## src/hdl/chc_pkg.sv

```systemverilog
// shared types for the monotone-chain convex hull block
`default_nettype none
package chc_pkg;

	// operation applied to every cell of a row of point cells together
	typedef enum logic [2:0] {
		OP_HOLD,
		OP_PUSH,
		OP_POP,
		OP_INSERT,
		OP_CLEAR
	} row_op_t;

	typedef enum logic [2:0] {
		ST_IDLE,
		ST_CLEAR,
		ST_TEST,
		ST_MUL,
		ST_DEC,
		ST_DROP,
		ST_MOVE,
		ST_EMIT
	} state_t;

endpackage
`default_nettype wire

```

## src/hdl/chc_cell.sv

```systemverilog
// one point cell of a shift row: holds a point, shifts, pushes, pops or sorts in
`default_nettype none
module chc_cell #(
	parameter int CW = 32
) (
	input  wire logic              clk,
	input  wire logic              arst_n,
	input  wire chc_pkg::row_op_t  op,
	input  wire logic [2*CW-1:0]   new_d,
	input  wire logic [2*CW-1:0]   left_d,
	input  wire logic              left_v,
	input  wire logic              left_b,
	input  wire logic [2*CW-1:0]   right_d,
	input  wire logic              right_v,
	output logic      [2*CW-1:0]   d,
	output logic                   v,
	output logic                   b
);

	logic signed [CW-1:0] nx, ny, cx, cy;
	logic                 take_left, take_new, take_right;

	assign nx = new_d[2*CW-1:CW];
	assign ny = new_d[CW-1:0];
	assign cx = d[2*CW-1:CW];
	assign cy = d[CW-1:0];

	// new point sorts ahead of this cell (empty cells are always behind)
	assign b = !v || ((nx == cx) ? (ny < cy) : (nx < cx));

	always_comb begin
		take_left  = 1'b0;
		take_new   = 1'b0;
		take_right = 1'b0;
		case (op)
			chc_pkg::OP_PUSH:   take_left = 1'b1;
			chc_pkg::OP_POP:    take_right = 1'b1;
			chc_pkg::OP_INSERT: begin
				if (b) begin
					take_left = left_b;
					take_new  = !left_b;
				end
			end
			default: ;
		endcase
	end

	always_ff @(posedge clk) begin
		if (take_left) begin
			d <= left_d;
		end else if (take_new) begin
			d <= new_d;
		end else if (take_right) begin
			d <= right_d;
		end
	end

	always_ff @(posedge clk or negedge arst_n) begin
		if (!arst_n) begin
			v <= 1'b0;
		end else if (op == chc_pkg::OP_CLEAR) begin
			v <= 1'b0;
		end else if (take_left) begin
			v <= left_v;
		end else if (take_new) begin
			v <= 1'b1;
		end else if (take_right) begin
			v <= right_v;
		end
	end

endmodule
`default_nettype wire

```

## config.mk

```make
export PLATFORM = sky130hd
export DESIGN_NAME = chc_cell
export DESIGN_NICKNAME = d
export VERILOG_FILES = /design/src/hdl/chc_pkg.sv /design/src/hdl/chc_cell.sv
export SDC_FILE = /design/constraint.sdc
export NUM_CORES = 1
export LEC_CHECK = 0
export BUFFER_PORTS_ARGS = -buffer_cell sky130_fd_sc_hd__buf_2
export CAP_MARGIN = 15
export CORE_UTILIZATION = 41
export CTS_CLUSTER_DIAMETER = 60
export DETAILED_ROUTE_END_ITERATION = 8
export HOLD_SLACK_MARGIN = 0.06
export PLACE_DENSITY_LB_ADDON = 0.3
export REMOVE_ABC_BUFFERS = 1
export SLEW_MARGIN = 10
export SYNTH_ARGS = -nofsm -noshare
export SYNTH_HDL_FRONTEND = slang
export SYNTH_SLANG_ARGS = --single-unit
```

## constraint.sdc

```tcl
create_clock -name clk -period 5.5 [get_ports clk]
set_input_delay 0.55 -clock clk [delete_from_list [all_inputs] [get_ports clk]]
set_output_delay 0.55 -clock clk [all_outputs]
set_load 0.005 [all_outputs]
```

## Word level (Yosys, flattened, before mapping)

Index checks and enable logic that the tools add are counted.
Widths: inputs -> output; s select.

| operators by class | value |
|---|---|
| eq/ne operators | 5 |
| mux-type cells | 13 |
| order comparisons | 2 |
| reduce and logical (&&, ||, !) cells | 5 |

Operators with widths:

| operator | number |
|---|---|
| $mux 64 | 3 |
| $lt 32x32->1 | 2 |
| $eq 32x32->1 | 1 |
| $mux 1 | 9 |
| $eq 3x2->1 const B | 2 |
| $reduce_bool 4->1 | 1 |
| $eq 3x1->1 const B | 1 |
| $eq 3x3->1 const B | 1 |
| $reduce_bool 3->1 | 1 |
| $logic_not 1->1 | 2 |
| $pmux 1 s2 | 1 |
| $logic_or 1x1->1 | 1 |

| storage, ports and cells | value |
|---|---|
| logic and storage cells | 27 |
| bits in registers | 65 |

## Depth between registers and ports, before layout

Gate-level depths: netlist of the first run.

| depth | value |
|---|---|
| depth after elaboration | 8 |
| depth in mapped cells | 13 |
| mapped depth without buffers | 11 |

## Worst setup path after synthesis of the first run

No wires, ideal clock.

| timing | value |
|---|---|
| kind | in2reg |
| start | input new_d[57] |
| end | register d[0] (enable) |
| stages on the path | 8 |
| buffers on the path | 0 |
| slack | -0.510 ns |
| arrival | 5.488 ns |
| data required time | 4.979 ns |
| path through | ha_1 a21o_1 a221o_1 a221oi_1 o21ai_1 o21a_1 o31a_1 a41oi_1 |

| on the way | value |
|---|---|
| longest elaborated chain between the ends | 6 |

Ends and longest elaborated chain:

| element | line | text |
|---|---|---|
| start: declaration | chc_cell.sv:9 | `input wire logic [2*CW-1:0] new_d,` |
| $lt 32x32->1 / $eq 32x32->1 (equally long branches) | chc_cell.sv:29 | `assign b = !v \|\| ((nx == cx) ? (ny < cy) : (nx < cx));` |
| $mux 1 * | chc_cell.sv:29 |  |
| $logic_or 1x1->1 * | chc_cell.sv:29 |  |
| $mux 1 | chc_cell.sv:39 | `if (b) begin` |
| $pmux 1 s2 / $mux 1 (equally long branches) | chc_cell.sv:35 | `case (op)` |
| $reduce_bool 3->1 (no line) * | -- |  |
| end signal: assignment | chc_cell.sv:50 | `d <= left_d;` |
| end signal: assignment | chc_cell.sv:52 | `d <= new_d;` |
| end signal: assignment | chc_cell.sv:54 | `d <= right_d;` |
| end: declaration | chc_cell.sv:15 | `output logic [2*CW-1:0] d,` |

Every way passes the cells marked *; elsewhere a longest branch is shown, timed or not.
A chain may end at the register's enable or synchronous reset.

## Worst setup path in the final report of the first run

| timing | value |
|---|---|
| start | register d[1] |
| end | register d[11], data pin |

| on the way | value |
|---|---|
| longest elaborated chain between the ends | 7 |

Ends and longest elaborated chain:

| element | line | text |
|---|---|---|
| $lt 32x32->1 * | chc_cell.sv:29 |  |
| $mux 1 * | chc_cell.sv:29 |  |
| $logic_or 1x1->1 * | chc_cell.sv:29 |  |
| $mux 1 | chc_cell.sv:39 |  |
| $mux 1 | chc_cell.sv:35 |  |
| $mux 64 | chc_cell.sv:51 | `end else if (take_new) begin` |
| $mux 64 * | chc_cell.sv:49 | `if (take_left) begin` |

Marked as above.

==> run metrics, run 1 <==
Setup CP Type reg2reg; failing checks DRC; Seq pwr share 39.3%; TritonCTS Buffers 9; R2R cell count 11; Total GRT Usage 24.2%; post-synthesis cell area 0.00489 sq mm; Worst-Skew Late Latency 330 ps; vias post-DR 4,631; Max Cap Viol 0; largest cells by area after synthesis edfxtp_1 39%, ha_1 16%, o22a_1 11%; largest net degree at the start of global routing 48; leakage power 3.19 nW; Pre-Repair DR Iteration Count 7; sequential share of the synthesized area 39.8%; Synth area leader edfxtp_1; critical register-to-register path startpoint d[1]$_DFFE_PP_; Synth top area share 39.3%; first-pass GRT wire length 23,500 microns; Inserted Diodes 0; number of flops mapped to enable cells by yosys 64; routability congestion estimate 0.830; Hold Path Cell Cnt 2; combinational power share 24.9%; number of global-route vias before repair 4,854; CP Max Fanout 39; # rows 39; Power Internal 1.15 mW; clk_skew 10.2 ps; IO Port Bufs 265; Clock Path Buffers 2; initial core utilization 42.5%; hold_sp op[2]; met3 routed WL 1220 microns; Filler cells 1,036; Layout area overhead 35.4%; DRT iter0 DRCs 237; flip-flop and latch count after synthesis 65; # IOs 266; Tmin final 3710 ps; post-synth cell types 46; YS warnings 0; Final setup viols 0; Rel. slew slack 34.7%; Mean Syn Cell Area 10.7 sq um; overall power 1.58 mW; clk sinks 65; initial antenna violation count 0; RSZ-0062 raised after global routing false; DR WL/cell 16.6 microns; Post-CTS Setup Repair Bufs 0; Worst setup SP type flop; Sw Pwr 0.429 mW; worst reg2reg endpoint d[11]$_DFFE_PP_; met1 WL 5700 microns; CTS tree done; Worst Hold End v$_DFFE_PN0P_; switch share 27.2%; clock share of power 35.8%; Power Density 238 mW/mm^2; Nets 983; CTS resizes 0; Synth Flop Type edfxtp_1; hold_buf cts 1; Hold Fails Final Rpt 0; core area 0.0115 sq mm; crit end category flop; setup tns final 0 ps; PnR worst setup slack 1790 ps; worst IR drop on VDD 154 uV; CP required 5700 ps; CTS HTree Levels 3; crit path DAT 3910 ps; DRC viols 40; Max Clk Rate 269 MHz; met2 WL 7230 microns; top routing layer in use met4; post-DP HPWL 11,200 microns; Slew Viols, Final 0; status finished, violations left; die width 111 microns; routed wire length 14,400 microns; worst slew pin tran 980 ps; pre-CTS setup slack 1360 ps; layout cells sized above 1 39.7%; Detail Route Antenna Nets 0; clock slew at reported path FFs 60 ps; top cells by count, synth 64 x edfxtp_1, 64 x inv_1, 63 x ha_1, 63 x o21a_1, 62 x o22a_1; final worst path period share 67.5%; vias per inst 5.34; Final Core Density 57.5%; Worst R2R Setup Slack 1790 ps; Post-synth ARST share 1.54%; GRT Residual Overflow 0; Cells after Synth 458; die height 111 microns; die footprint 0.0124 sq mm; Hold Path Class in2reg; CTS root buf clkbuf_16
-- area by class of cell --
cell class	instances	area, sq um	share of cell area [%]
Multi-Input combinational cell	308	2580	39.0
Inverter	65	244	3.69
Sequential cell	65	1950	29.4
Tap cell	143	179	2.70
Clock buffer	12	236	3.57
Timing Repair Buffer	271	1390	20.9
Clock inverter	4	43.8	0.662
-- layer usage --
layer	GRT usage [%]	vias up
met2	43.4	215
li1	-	2278
met1	27.4	2120
met3	6.78	18
met5	0	-
met4	8.02	0
-- cells in the final DEF (no fill, tap or decap), types with 3 or more instances in the layout --
cell / count
a21oi_1: 21
nand2_1: 15
o21ai_0: 8
inv_1: 64
nor2_1: 8
clkbuf_16: 9
edfxtp_1: 64
buf_4: 4
and4_1: 7
o21a_1: 63
o21ai_1: 3
ha_1: 63
a221oi_1: 5
buf_2: 265
nand3_1: 9
nand4_1: 6
a21o_1: 8
nand2b_1: 3
o22a_1: 62
clkbuf_1: 3
-- worst max-delay path by stage --
stage | startpoint | endpoint | slack (ps) | cells after the start
finish | d[1]$_DFFE_PP_ | d[11]$_DFFE_PP_ | 1790 | 11
global route | d[14]$_DFFE_PP_ | d[12]$_DFFE_PP_ | 1440 | 12
CTS | d[1]$_DFFE_PP_ | d[11]$_DFFE_PP_ | 1600 | 11
detailed placement | new_d[1] | d[11]$_DFFE_PP_ | 1360 | 11
global placement | new_d[1] | d[15]$_DFFE_PP_ | 1450 | 11
floorplan | new_d[57] | d[0]$_DFFE_PP_ | -510 | 8
-- state kept, by name, summed over array words and instances (netlist names) --
register,cells
d,64
v,1
-- power by group through the flow --
| stage | Combinational, mW | Clock [mW] | Sequential, mW |
|---|---|---|---|
| final | 0.393 | 0.564 | 0.619 |
| after global routing | 0.444 | 0.588 | 0.623 |
| after CTS | 0.398 | 0.574 | 0.619 |
| after detailed placement | 0.394 | 0 | 0.629 |
| after global placement | 0.384 | 0 | 0.628 |
| after floorplan | 0.205 | 0 | 0.636 |
-- logic make-up after synthesis --
group,count (synthesis),synth area share (%)
compound gates,187,29.7
fa+ha+maj,63,16.1
buf+inv,85,7.78
flops,65,39.8
mux,2,0.460
simple gates,56,6.11
-- critical path, cell delays in order (launching register included) --
cell	delay (ps)
edfxtp_1	400
inv_1	80
ha_1	210
a2111o_1	360
a311oi_1	320
a211oi_1	140
or3_1	360
and3_1	220
o21ai_4	590
buf_4	520
o22a_1	230
o21a_1	130
-- through the flow --
stage | instances | hold slack [ps] | instance area, sq um
finish | 868 | 464 | 6620
global route | 868 | 491 | 6620
CTS | 868 | 454 | 6620
detailed placement | 851 | 331 | 6330
global placement | 851 | 327 | 6330
floorplan | 438 | 254 | 4750
Note: power is estimated with default switching activity, not from simulation.
==> inputs of run 2 (changes only) <==
==> constraint.sdc (replaced) <==
create_clock -name clk -period 3.2 [get_ports clk]
set_input_delay 0.32 -clock clk [delete_from_list [all_inputs] [get_ports clk]]
set_output_delay 0.32 -clock clk [all_outputs]
set_load 0.005 [all_outputs]
==> run metrics, run 2 (synthesized netlist as in run 1, its figures left out) <==
number of global-route vias before repair 4,927 (was 4,854); Worst R2R Setup Slack 50 ps (was 1790 ps); Inserted Diodes 0 (unchanged); die footprint 0.0124 sq mm (unchanged); Cell Area, Placed 0.00641 sq mm (was 0.00633 sq mm); Worst path max stage delay 400 ps (was 590 ps); Total GRT Usage 24.1% (was 24.2%); combinational power share 28.2% (was 24.9%); Filler cells 957 (was 1,036); # IOs 266 (unchanged); CTS tree done (unchanged); biggest regs d (64), v (1) (unchanged); core area 0.0115 sq mm (unchanged); Seq pwr share 37.7% (was 39.3%); setup tns final 0 ps (unchanged); Buf+Inv Stages, Crit Path 3 (was 2); first-pass GRT wire length 23,500 microns (unchanged); die height 111 microns (unchanged); Worst setup SP type flop (unchanged); initial core utilization 42.5% (unchanged); # rows 39 (unchanged); Tmin final 3150 ps (was 3710 ps); clock share of power 34.1% (was 35.8%); slowest CP cell edfxtp_1 (was o21ai_4); Power Density 396 mW/mm^2 (was 238 mW/mm^2); CTS HTree Levels 3 (unchanged); Worst-Skew Late Latency 330 ps (about the same); Pre-Repair DR Iteration Count 7 (unchanged); CP Cell Sequence inv_2 -> ha_4 -> and2_4 -> a221o_1 -> a221oi_2 -> o21ai_2 -> o21a_1 -> o31a_1 -> a31oi_4 -> buf_12 -> clkbuf_16 -> o22a_1 -> o21a_1 (was inv_1 -> ha_1 -> a2111o_1 -> a311oi_1 -> a211oi_1 -> or3_1 -> and3_1 -> o21ai_4 -> buf_4 -> o22a_1 -> o21a_1); initial antenna violation count 0 (unchanged); leakage power 3.38 nW (was 3.19 nW); Cells after DPL 857 (was 851); IO Port Bufs 265 (unchanged); clk_skew 10.4 ps (was 10.2 ps); largest net degree at the start of global routing 63 (was 48); pre-CTS setup slack -71.2 ps (was 1360 ps); Clock Path Buffers 2 (unchanged); area of the multi-input gates 0.00271 sq mm (was 0.00258 sq mm); Max Cap Viol 0 (unchanged); Setup CP Type reg2reg (unchanged); worst IR drop on VDD 249 uV (was 154 uV); Final Core Density 61.9% (was 57.5%); DRC viols 40 (unchanged); PnR worst setup slack 53.4 ps (was 1790 ps); CP Max Fanout 9 (was 39); GRT Residual Overflow 0 (unchanged); Final setup viols 0 (unchanged); vias post-DR 4,808 (was 4,631); Power Internal 2.04 mW (was 1.15 mW); layout cells sized above 1 44.1% (was 39.7%); clk sinks 65 (unchanged); Top Family by Delay on Critical Path compound AO/OA/AOI/OAI gates (unchanged); crit end category flop (unchanged); Slew Viols, Final 0 (unchanged); non-filler cells, final 887 (was 868); crit path DAT 3340 ps (was 3910 ps); Sw Pwr 0.787 mW (was 0.429 mW); Hold Fails Final Rpt 0 (unchanged); Max Clk Rate 318 MHz (was 269 MHz); final worst path period share 98.3% (was 67.5%); max FFs per register 64 (unchanged); status finished, violations left (unchanged); DR WL/cell 18.6 microns (was 16.6 microns); final instance area 0.00713 sq mm (was 0.00662 sq mm); commonest cells after routing, fill and taps aside 265 x buf_2, 64 x edfxtp_1, 63 x inv_1, 63 x o21a_1, 62 x o22a_1 (was 265 x buf_2, 64 x inv_1, 64 x edfxtp_1, 63 x o21a_1, 63 x ha_1); most common cell after layout, fill and taps aside buf_2 (unchanged); Top reg by flops d (unchanged); DRT iter0 DRCs 285 (was 237); Nets 1,002 (was 983); CP most frequent cell o21a_1; overall power 2.82 mW (was 1.58 mW); sequential cell area 0.00195 sq mm (unchanged); RSZ-0062 raised after global routing true (was false); Rel. slew slack 70.7% (was 34.7%); Hold Path Class in2reg (unchanged); failing checks DRC (unchanged); CP required 3400 ps (was 5700 ps); die width 111 microns (unchanged); worst slew pin tran 439 ps (was 980 ps); switch share 27.9% (was 27.2%); routability congestion estimate 0.798 (was 0.830); Layout area overhead 45.8% (was 35.4%); Detail Route Antenna Nets 0 (unchanged); met3 Usage GRT 6.18% (was 6.78%); gr busiest metal met2 (unchanged); met2 usage 44.5% (was 43.4%); Min Hold Slack 247 ps (was 464 ps); vias per inst 5.42 (was 5.34); clock slew at reported path FFs 60 ps (about the same); routed wire length 16,500 microns (was 14,400 microns); TritonCTS Buffers 9 (unchanged); met1 Resource Use GR 27.1% (was 27.4%); CTS root buf clkbuf_16 (unchanged); post-DP HPWL 11,500 microns (was 11,200 microns)
run 2: worst paths after layout:
path	start	to	cells after the start
min	op[2]	v$_DFFE_PN0P_	2
min reg2reg	v$_DFFE_PN0P_	v$_DFFE_PN0P_	2
min in group asynchronous	arst_n	v$_DFFE_PN0P_	2
max reg2reg	d[59]$_DFFE_PP_	d[59]$_DFFE_PP_	13
max in group asynchronous	arst_n	v$_DFFE_PN0P_	2
max	d[59]$_DFFE_PP_	d[59]$_DFFE_PP_	13
run 2: worst reg2reg max path: stages, from the launching register on:
cell and delay [ps]:
edfxtp_1 400, inv_2 80, ha_4 190, and2_4 150
a221o_1 340, a221oi_2 270, o21ai_2 100, o21a_1 240
o31a_1 370, a31oi_4 210, buf_12 190, clkbuf_16 180
o22a_1 140, o21a_1 130
run 2: routing by layer:
layer | wire length (microns) | vias up | share of wire [%]
li1 | - | 2331 | -
met1 | 6660 | 2255 | 40
met2 | 8420 | 208 | 51
met3 | 1240 | 14 | 7.5
met4 | 201 | 0 | 1.2
met5 | 0 | - | 0
run 2: area by class of cell:
type                       instances  share of cell area (%)
clock buffer                       9                    3.16
clock inverter                     7                   0.860
inverter                          65                    3.42
multi-input combinational        308                    38.0
sequential                        65                    27.3
tap                              143                    2.51
timing repair buffer             290                    24.7
run 2: power groups by stage:
stage	clock network (mW)	registers, mW	logic (mW)
finish	0.964	1.06	0.797
global route	1.02	1.07	0.881
CTS	0.984	1.06	0.703
detailed placement	0	1.08	0.693
global placement	0	1.08	0.674
floorplan	0	1.09	0.352
run 2: timing repair:
item / CTS / global route
setup endpoints to repair: 1 / 129
hold endpoints to repair: 1 / 0
pin swaps: 0 / 13
resized for setup: 1 / 37
hold buffers: 1 / 0
cloned: 0 / 11
setup buffers: 0 / 2
